### config.mk
export PLATFORM = sky130hd
export DESIGN_NAME = multichannel_pwm_generator_top
export DESIGN_NICKNAME = d
export VERILOG_FILES = /design/src/sv/mpwm_pkg.sv /design/src/sv/multichannel_pwm_generator_top.sv /design/src/sv/mpwm_scale.sv /design/src/sv/mpwm_bank.sv
export VERILOG_INCLUDE_DIRS = /design/src /design/src/sv
export SDC_FILE = /design/constraint.sdc
export NUM_CORES = 1
export LEC_CHECK = 0
export ABC_AREA = 1
export BUFFER_PORTS_ARGS = -buffer_cell sky130_fd_sc_hd__buf_2
export CORE_MARGIN = 2
export CORE_UTILIZATION = 60
export DETAILED_ROUTE_END_ITERATION = 10
export PLACE_DENSITY_LB_ADDON = 0.25
export SLEW_MARGIN = 20
export SYNTH_ARGS = -nofsm -noshare
export SYNTH_HDL_FRONTEND = slang
export SYNTH_HIERARCHICAL = 1
export SYNTH_SLANG_ARGS = --single-unit
### constraint.sdc
create_clock -name clock -period 12.4 [get_ports clock]
set_input_delay 1.24 -clock clock [delete_from_list [all_inputs] [get_ports clock]]
set_output_delay 1.24 -clock clock [all_outputs]
set_load 0.05 [all_outputs]
### src/sv/multichannel_pwm_generator_top_assert.svh
// ----------------------------------------------------------------------------
// Assertion macros for the multichannel PWM generator
// Clocked property checks shared by the RTL modules.
// ----------------------------------------------------------------------------
`ifndef MULTICHANNEL_PWM_GENERATOR_TOP_ASSERT_SVH
`define MULTICHANNEL_PWM_GENERATOR_TOP_ASSERT_SVH

// Same-cycle implication, checked outside reset.
`define MPWM_ASSERT_NOW(name, clk, rst, ante, cons) \
   name: assert property (@(posedge clk) disable iff (rst) (ante) |-> (cons)) \
      else $error("same-cycle check failed");

// Next-cycle implication, checked outside reset.
`define MPWM_ASSERT_NEXT(name, clk, rst, ante, cons) \
   name: assert property (@(posedge clk) disable iff (rst) (ante) |=> (cons)) \
      else $error("next-cycle check failed");

`endif

### src/sv/mpwm_pkg.sv
// ----------------------------------------------------------------------------
// mpwm_pkg
// Shared types and fixed field widths of the multichannel PWM generator.
// ----------------------------------------------------------------------------
package mpwm_pkg;

   localparam int DUTY_IN_W = 16;
   localparam int CHAN_W    = 4;
   localparam int LEVEL_W   = 16;
   localparam int INDEX_W   = 7;

   // full scale of a requested duty
   localparam logic [DUTY_IN_W-1:0] FULL_SCALE = 16'hFFFF;

   typedef enum logic {
      KIND_TICK  = 1'b0,
      KIND_WRITE = 1'b1
   } kind_type;

   // per-transfer command from the pipeline to the channel bank
   typedef struct packed {
      logic tick_go;
      logic write_go;
   } mpwm_ctl_type;

endpackage

### src/sv/multichannel_pwm_generator_top.sv
// ----------------------------------------------------------------------------
// multichannel_pwm_generator_top
// PWM generator with shadow duty registers: duty writes and ticks in,
// one level word per transfer out.
// ----------------------------------------------------------------------------
//   channel  direction  handshake             payload
//   req      in         req_valid/req_stall   req_kind, req_channel, req_duty_value
//   rsp      out        rsp_valid/rsp_stall   rsp_pin_levels, rsp_tick_index
//
// One transfer per cycle sustained while rsp_stall is low: an input register and a
// result register, with the scale multiply and the per-channel compares between them.
// An accepted req transfer passes the input register, then the result register, to rsp_valid.
// Reset clears the tick count, all compares and the levels, and sets the
// update flag; no clearing pass, req is accepted in the first cycle after.
// rsp_stall holds the result register; req_stall rises only while the input
// register is full and the result register cannot drain.
// ----------------------------------------------------------------------------
module multichannel_pwm_generator_top
   import mpwm_pkg::*;
#(
   parameter int CHANNELS   = 16,
   parameter int RESOLUTION = 102
) (
   input  logic                 clock,
   input  logic                 reset,
   input  logic                 req_valid,
   output logic                 req_stall,
   input  logic                 req_kind,
   input  logic [CHAN_W-1:0]    req_channel,
   input  logic [DUTY_IN_W-1:0] req_duty_value,
   output logic                 rsp_valid,
   input  logic                 rsp_stall,
   output logic [LEVEL_W-1:0]   rsp_pin_levels,
   output logic [INDEX_W-1:0]   rsp_tick_index
);

   // compares and tick position share one width: both span 0..RESOLUTION
   localparam int DUTY_W = $clog2(RESOLUTION + 1);

   // input register
   logic                 in_valid_ff;
   logic                 in_kind_ff;
   logic [CHAN_W-1:0]    in_channel_ff;
   logic [DUTY_IN_W-1:0] in_duty_ff;

   // result register
   logic                 rsp_valid_ff;
   logic [LEVEL_W-1:0]   rsp_pin_ff,   rsp_pin_in;
   logic [INDEX_W-1:0]   rsp_index_ff, rsp_index_in;

   logic                 advance_ok;
   logic                 advance;
   mpwm_ctl_type         ctl;
   logic [DUTY_W-1:0]    duty_scaled;
   logic [DUTY_W-1:0]    tick_value;
   logic [CHANNELS-1:0]  levels_next;
   logic [CHANNELS-1:0]  levels_held;
   logic [CHANNELS-1:0]  levels_sel;
   logic [CHANNELS+LEVEL_W-1:0] levels_wide;
   logic [DUTY_W+INDEX_W-1:0]   index_wide;

   // result register can take a new item when empty or draining this cycle
   assign advance_ok = !rsp_valid_ff || !rsp_stall;
   assign advance    = in_valid_ff && advance_ok;
   assign req_stall  = in_valid_ff && !advance_ok;

   always_comb begin
      ctl.tick_go  = advance && (in_kind_ff == KIND_TICK);
      ctl.write_go = advance && (in_kind_ff == KIND_WRITE);
   end

   mpwm_scale #(
      .RESOLUTION (RESOLUTION),
      .DUTY_W     (DUTY_W)
   ) u_scale (
      .duty_value  (in_duty_ff),
      .duty_scaled (duty_scaled)
   );

   mpwm_bank #(
      .CHANNELS   (CHANNELS),
      .RESOLUTION (RESOLUTION),
      .DUTY_W     (DUTY_W)
   ) u_bank (
      .clock       (clock),
      .reset       (reset),
      .ctl         (ctl),
      .wr_channel  (in_channel_ff),
      .wr_duty     (duty_scaled),
      .tick_value  (tick_value),
      .levels_next (levels_next),
      .levels_held (levels_held)
   );

   // a duty write reports the held levels and the position of the next tick;
   // a tick reports the fresh levels and its own position
   always_comb begin
      levels_sel   = (in_kind_ff == KIND_WRITE) ? levels_held : levels_next;
      levels_wide  = {LEVEL_W'(0), levels_sel};
      index_wide   = {INDEX_W'(0), tick_value};
      rsp_pin_in   = levels_wide[LEVEL_W-1:0];
      rsp_index_in = index_wide[INDEX_W-1:0];
   end

   always_ff @(posedge clock) begin
      if (reset) begin
         in_valid_ff  <= 1'b0;
         rsp_valid_ff <= 1'b0;
      end else begin
         // load the input register whenever it is free or moving on
         if (!req_stall) begin
            in_valid_ff <= req_valid;
         end
         if (advance_ok) begin
            rsp_valid_ff <= in_valid_ff;
         end
      end
   end

   always_ff @(posedge clock) begin
      if (req_valid && !req_stall) begin
         in_kind_ff    <= req_kind;
         in_channel_ff <= req_channel;
         in_duty_ff    <= req_duty_value;
      end
      if (advance) begin
         rsp_pin_ff   <= rsp_pin_in;
         rsp_index_ff <= rsp_index_in;
      end
   end

   assign rsp_valid      = rsp_valid_ff;
   assign rsp_pin_levels = rsp_pin_ff;
   assign rsp_tick_index = rsp_index_ff;

`include "multichannel_pwm_generator_top_assert.svh"

   `MPWM_ASSERT_NOW(a_stall_needs_item, clock, reset, req_stall, in_valid_ff && rsp_valid_ff)
   `MPWM_ASSERT_NEXT(a_advance_fills_result, clock, reset, advance, rsp_valid_ff)
   `MPWM_ASSERT_NOW(a_index_in_period, clock, reset, rsp_valid, rsp_tick_index <= RESOLUTION)

endmodule

### src/sv/mpwm_scale.sv
// ----------------------------------------------------------------------------
// mpwm_scale
// Scales a 16-bit duty to duty*RESOLUTION/65535, truncated.
// ----------------------------------------------------------------------------
module mpwm_scale
   import mpwm_pkg::*;
#(
   parameter int RESOLUTION = 102,
   parameter int DUTY_W     = 7
) (
   input  logic [DUTY_IN_W-1:0] duty_value,
   output logic [DUTY_W-1:0]    duty_scaled
);

   localparam int PROD_W = DUTY_IN_W + DUTY_W;

   logic [PROD_W-1:0]    product;
   logic [DUTY_W-1:0]    quot_est;
   logic [DUTY_IN_W:0]   remainder;
   logic [DUTY_W:0]      quot_fix;

   // x / 65535: estimate x >> 16, remainder is low half plus estimate,
   // which stays below twice the divisor, so one correction step suffices
   always_comb begin
      product     = PROD_W'(duty_value) * PROD_W'(RESOLUTION);
      quot_est    = product[PROD_W-1:DUTY_IN_W];
      remainder   = {1'b0, product[DUTY_IN_W-1:0]} + (DUTY_IN_W+1)'(quot_est);
      quot_fix    = {1'b0, quot_est} + (DUTY_W+1)'(remainder >= {1'b0, FULL_SCALE});
      duty_scaled = quot_fix[DUTY_W-1:0];
   end

endmodule

### src/sv/mpwm_bank.sv
// ----------------------------------------------------------------------------
// mpwm_bank
// Tick counter, shadow and active compares, update flag and level register.
// ----------------------------------------------------------------------------
module mpwm_bank
   import mpwm_pkg::*;
#(
   parameter int CHANNELS   = 16,
   parameter int RESOLUTION = 102,
   parameter int DUTY_W     = 7
) (
   input  logic                clock,
   input  logic                reset,
   input  mpwm_ctl_type        ctl,
   input  logic [CHAN_W-1:0]   wr_channel,
   input  logic [DUTY_W-1:0]   wr_duty,
   output logic [DUTY_W-1:0]   tick_value,
   output logic [CHANNELS-1:0] levels_next,
   output logic [CHANNELS-1:0] levels_held
);

   localparam int CMP_W = CHAN_W + 7;

   logic [DUTY_W-1:0]   tick_ff,    tick_in;
   logic [DUTY_W-1:0]   pending_ff [CHANNELS];
   logic [DUTY_W-1:0]   pending_in [CHANNELS];
   logic [DUTY_W-1:0]   active_ff  [CHANNELS];
   logic [DUTY_W-1:0]   active_in  [CHANNELS];
   logic                update_ff,  update_in;
   logic [CHANNELS-1:0] level_ff,   level_in;
   logic                load;
   logic                chan_ok;

   always_comb begin
      load    = ctl.tick_go && (tick_ff == '0) && update_ff;
      chan_ok = CMP_W'(wr_channel) < CMP_W'(CHANNELS);

      for (int i = 0; i < CHANNELS; i++) begin
         active_in[i]   = load ? pending_ff[i] : active_ff[i];
         levels_next[i] = active_in[i] > tick_ff;
         if (ctl.write_go && (CMP_W'(wr_channel) == CMP_W'(i))) begin
            pending_in[i] = wr_duty;
         end else begin
            pending_in[i] = pending_ff[i];
         end
      end

      update_in = update_ff;
      if (load) begin
         update_in = 1'b0;
      end
      if (ctl.write_go && chan_ok) begin
         update_in = 1'b1;
      end

      tick_in  = tick_ff;
      level_in = level_ff;
      if (ctl.tick_go) begin
         tick_in  = (tick_ff >= DUTY_W'(RESOLUTION)) ? '0 : tick_ff + 1'b1;
         level_in = levels_next;
      end
   end

   always_ff @(posedge clock) begin
      if (reset) begin
         tick_ff   <= '0;
         update_ff <= 1'b1;
         level_ff  <= '0;
         for (int i = 0; i < CHANNELS; i++) begin
            pending_ff[i] <= '0;
            active_ff[i]  <= '0;
         end
      end else begin
         tick_ff   <= tick_in;
         update_ff <= update_in;
         level_ff  <= level_in;
         for (int i = 0; i < CHANNELS; i++) begin
            pending_ff[i] <= pending_in[i];
            active_ff[i]  <= active_in[i];
         end
      end
   end

   assign tick_value  = tick_ff;
   assign levels_held = level_ff;

`include "multichannel_pwm_generator_top_assert.svh"

   `MPWM_ASSERT_NOW(a_tick_in_period, clock, reset, 1'b1, tick_ff <= DUTY_W'(RESOLUTION))
   `MPWM_ASSERT_NEXT(a_period_start_clears_flag, clock, reset, ctl.tick_go && (tick_ff == '0), !update_ff)
   `MPWM_ASSERT_NEXT(a_write_sets_flag, clock, reset, ctl.write_go && chan_ok, update_ff)

endmodule
# Yosys cells after proc, flatten, opt, wreduce, memory -nomap -nowiden

Memory sizes are Yosys's and may differ from the RTL's.
Index checks and enable logic that the tools add are counted.

Memory bits (writable): 224
Flip-flop bits (word level): 70
Memories kept: 2
Word-level logic and storage cells: 182
Input bits: 25
Output and inout bits: 25

Memories:

| memory            | words | width | read ports | clocked after memory_dff | wr ports | RTL line        | text |
|---|---|---|---|---|---|---|---|
| u_bank.active_ff  | 16    | 7     | 16         | 0                        | 16       | mpwm_bank.sv:27 | `logic [DUTY_W-1:0] active_ff [CHANNELS];` |
| u_bank.pending_ff | 16    | 7     | 16         | 0                        | 16       | mpwm_bank.sv:25 | `logic [DUTY_W-1:0] pending_ff [CHANNELS];` |

$lt $le $gt $ge: 18
Reduce and logical (&&, ||, !) cells: 31
Eq/ne operators: 15
Multipliers: 1
Bitwise gates (word level): 33
Muxes and demuxes: 69
$add $sub $neg: 3

Operators with widths:

| operator              | count |
|---|---|
| $mux 7                | 65 |
| $gt 7x7->1            | 16 |
| $eq 4x4->1 const B    | 8 |
| $or 1x1->1            | 32 |
| $logic_and 1x1->1     | 23 |
| $mul 16x6->22 const B | 1 |
| $add 16x7->17         | 1 |
| $ge 17x16->1 const B  | 1 |
| $eq 4x3->1 const B    | 4 |
| $mux 16               | 1 |
| $eq 4x2->1 const B    | 2 |
| $add 7x1->7           | 1 |
| $add 7x1->7 const B   | 1 |
| $ge 7x7->1 const B    | 1 |
| $logic_not 7->1       | 1 |
| $eq 4x1->1 const B    | 1 |
| $logic_not 1->1       | 4 |
| $logic_not 4->1       | 1 |
| $mux 1                | 3 |
| $reduce_or 2->1       | 1 |
| $logic_or 1x1->1      | 1 |
| $not 1->1             | 1 |

# Depth between registers and ports, before layout

Depth after elaboration: 9
Depth in mapped cells: 41
Depth with buffers taken out: 40

# Modules after synthesis

The synthesis kept the hierarchy.

Modules (own cells, without submodules):

| module                         | cells each | instances | area each (µm²) | seq. area each (µm²) |
|---|---|---|---|---|
| mpwm_bank                      | 1,865      | 1         | 12,742.2        | 4,964.8 |
| mpwm_scale                     | 445        | 1         | 2,987.9         | 0.0 |
| multichannel_pwm_generator_top | 111        | 1         | 1,661.6         | 1,361.3 |

# Worst setup path before layout

Ideal clock, no wire load.

Path kind: register to register
Start point: register in_duty_ff[5]
End point: memory u_bank.pending_ff[2][6], in the netlist u_bank/pending_ff[0][20]
Required time: 12.330 ns
Arrival: 5.970 ns
Path slack: 6.361 ns
Setup time: 0.070 ns
Clock period less this slack: 6.039 ns
Path buffers: 1
Stages on the path, launching flop included: 39
Path through: edfxtp_1 > ha_1 > ha_1 > xnor2_1 > fa_1 > inv_1 > ha_1 > nand2_1 > inv_1 > a21oi_1 > nand3_2 > a21oi_1 > o21bai_1 > xor2_1 > inv_1 > ha_1 > nand3_1 > and2_1 > (+3 left out) > nor2_1 > nand2_1 > nor2_1 > nand3_1 > nor2_2 > nand3_2 > nor2_2 > nand2_1 > nand2_1 > ha_1 > ha_1 > nand2_1 > nor2_1 > nand3_1 > xnor2_1 > clkbuf_1 > o21ai_0 > a21oi_1

RTL lines:

| element                | RTL line                              | text |
|---|---|---|
| from (decl)            | multichannel_pwm_generator_top.sv:44  | `logic [DUTY_IN_W-1:0] in_duty_ff;` |
| from (signal assigned) | multichannel_pwm_generator_top.sv:124 | `in_duty_ff <= req_duty_value;` |
| to (decl)              | mpwm_bank.sv:25                       |  |

==> results summary <==
The run finished with clean final reports. The type of the worst min-delay path is flop to flop. After clock tree synthesis, the repair step resized 0 gates. The count of buffers from port buffering came out at 49. Counting flops with a built-in enable in the synthesized netlist gives 44. Averaged over all synthesized cells, the footprint is 7.18 um^2. The synthesis warning total is 6. The per-cell via count in the routed design came out at 5.23. The post-detailed-placement half-perimeter wirelength came out at 26700 um. The initial antenna violation count is 0. The shortest clock period the worst path allows after layout came out at 6740 ps. After clock tree synthesis, the setup repair step added 0 buffers. The number of hold-repair buffers added at the cts stage came out at 0.

The floorplan die width came out at 174 um. The post-synthesis cell type with the largest combined area is dfxtp_1. The final count of hold timing violations came out at 0. The share of synthesized flip-flops with an asynchronous set or reset came out at 0%. For this block, the initial DRC count from the detailed router was 1056. The count of antenna diodes in the layout came out at 0.

The final worst clock skew is 26.3 ps. The maximum fanout count along the critical path came out at 10. The area share of the largest cell type after synthesis came out at 28.8%. In the final routed layout, each cell accounts on average for 14.4 um.

The worst stage delay on the critical path is 680 ps. The final count of negative-setup-slack endpoints came out at 0. The total congestion overflow after global routing came out at 0. The congestion estimate from routability-driven global placement came to 0.902. The post-route DRC violation count is 0.

The most numerous cell type found on the critical path is ha_1. Excluding fillers, the count of instances in the completed layout stands at 2835. TritonCTS built the clock tree. The number of global-route vias before repair came out at 14.0k.

The area of the die is 0.0304 mm^2. The pin count of the biggest net entering global routing is 97. The number of buffers on the longest clock path is 3. The wire length after detailed routing is 40900 um. By count the netlist is led by nand2_1, inv_1, dfxtp_1. The number of iterations in the first detailed-routing pass came out at 5.

The site row count is 62. The relative slew slack came out at 23.5%. The sequential share of the synthesized area is 36.4%.

The clock net in this run drives a total of 294 sinks. The global-route wire length before repair came out at 66900 um. The initial core utilization came out at 60.8%. The power density over the cells came out at 169 mW/mm^2. The count of pins on the block boundary came out at 50.

The number of cells produced by synthesis is 2421. For the pin with the worst max-slew slack, the measured transition is 1150 ps. At the worst endpoint, the arrival time is 7180 ps. By instance count, the leading cell after synthesis is nand2_1. By area the synthesized netlist is led by dfxtp_1, ha_1, nand2_1, inv_1, edfxtp_1.

The sum of negative setup slack is 0 ps. The type of element launching the critical path is a flop. The layout-stage area growth over the synthesis result is 8.84%. Setup repair after global routing left no endpoint under its margin. The die height is 174 um.

The number of levels the H-tree was split into came out at 2. The highest achievable clock rate is 0.148 GHz. The peak supply drop is 0.137 mV.

The leakage power summed over all cells is 9.84 nW. In this run the clock root is driven by a clkbuf_16. The number of nets in the synthesized netlist came out at 2638.

For this run, the leading register cell type out of synthesis is dfxtp_1. The required time reported for the critical path endpoint is 12840 ps. The count of state elements after synthesis is 294.

Across all layers, the routed design uses 14.8k vias. The worst setup path is captured at a flop. The clock buffer count from CTS came out at 34. The region available for standard cell placement spans 0.0286 mm^2. The ratio of cells with drive above 1 in the final layout is 7.67%. The number of placed instances, taps included, is 2775. The slowest stage of the critical path belongs to the cell xnor2_1. The number of max-slew violations in the final report came out at 0. Clock-pin slew was measured on the worst setup and hold paths at 60 ps. In the global route stage, overall resource usage came out at 27.0%. The final net count came out at 2644. The final worst-path cycle share is 54.4%. The count of nets left with antenna violations after detail routing is 0. At the later pin of the worst-skew pair, clock insertion delay measures 540 ps. The netlist area before placement is 0.0174 mm^2.

By startpoint and endpoint, the worst setup path is classified as flop to flop. The count of different cell masters after synthesis came out at 44. The total of max-cap violations came out at 0.
## metal layers
| layer | vias to the layer above | wire (um) | GRT usage, % |
|---|---|---|---|
| li1 | 7533 | - | - |
| met1 | 6811 | 17800 | 34.2 |
| met2 | 397 | 19600 | 47.9 |
| met3 | 77 | 2450 | 3.37 |
| met4 | 0 | 1040 | 8.44 |
| met5 | - | 0 | 0 |
## cell families after synthesis
family,after synthesis,synth area share [%]
DFF,294,36.4
AOI/OAI and AO/OA,335,9.91
and+or+nand+nor,960,23.9
buffers and inverters,607,13.7
adders and majority gates,192,14.5
xor gates and xnor gates,33,1.66
## cell usage in the layout (no fill, tap or decap), types with 3 or more instances in the layout
master     netlist  final
clkinv_2         0      3
o21ai_0        123    123
buf_4            2     14
inv_2            7      8
o21bai_1         3      3
fa_1            15     15
a21oi_1        183    183
clkbuf_8         0      8
clkbuf_16        0     35
xor2_1          23     23
clkbuf_1        54      5
nor3_1           4      4
o21ai_1         16     16
nand2_1        539    539
nor2_2           3      4
nor2_4           3      3
a21oi_2          3      3
buf_2           30     48
inv_1          507    506
nand4_1         24     24
xnor2_1         10     10
nand2_2         24     24
nor3_4           2      3
nand3_1        157    157
nand3_2         13     13
nor2_1         174    173
nand2_4          4      4
ha_1           177    177
dfxtp_1        250    249
edfxtp_1        44     44
and2_1           3      3
## area by class of cell
type                            count  area [um^2]
Timing Repair Buffer               62          345
Tap cell                          384          480
Fill cell                        2455         9700
Inverter                          515         1940
Sequential cell                   294         6330
Clock buffer                       48         1000
Clock inverter                     12          141
Multi-Input combinational cell   1520         8690
## report_power, final
group          total [mW]  internal (mW)  switching, mW
sequential           1.02           1.01         0.0152
combinational        1.17          0.364          0.807
clock               0.998          0.593          0.405
total                3.19           1.97           1.23
## path summary, 6_finish.rpt
check / start / to / slack, ps / cells after the start
worst max-delay path: in_duty_ff[5] / u_bank/pending_ff[0][2] / 5660 / 35
worst min-delay path: u_bank/pending_ff[1][28] / u_bank/pending_ff[1][28] / 450 / 2
worst max register to register: in_duty_ff[5] / u_bank/pending_ff[0][2] / 5660 / 35
worst min register to register: u_bank/pending_ff[1][28] / u_bank/pending_ff[1][28] / 450 / 2
## through the flow
step / power (mW) / utilization (%) / cell area [um^2] / hold WS (ps) / setup slack, ps
5_1_grt: 3.39 / 66.1 / 18900 / 459 / 5170
3_3_place_gp: 2.18 / 62.1 / 17800 / 437 / 5890
6_report: 3.19 / 66.1 / 18900 / 449 / 5660
3_5_place_dp: 2.20 / 62.1 / 17800 / 439 / 5730
4_1_cts: 3.20 / 66.1 / 18900 / 449 / 5660
2_1_floorplan: 1.88 / - / 17400 / 424 / 6360
## state kept, by name (all words and copies together), names as in the netlist
| signal | count |
|---|---|
| rsp_valid | 1 |
| u_bank/pending_ff | 112 |
| u_bank/active_ff | 112 |
| u_bank/levels_held | 16 |
| in_channel_ff | 4 |
| rsp_tick_index | 7 |
| u_bank/update_ff | 1 |
| in_kind_ff | 1 |
| rsp_pin_levels | 16 |
| u_bank/tick_value | 7 |
| in_duty_ff | 16 |
| in_valid_ff | 1 |
## worst max-delay path, delay by kind of cell, from the launching register on
kind                     cells  cell delay [ps]
adder cells (fa/ha/maj)      7             2360
AND/OR/NAND/NOR             14             1280
XOR/XNOR                     3             1140
AO/OA/AOI/OAI                6              910
buffers and inverters        5              580
flip-flops                   1              410
Power figures use the tool's default switching activity.
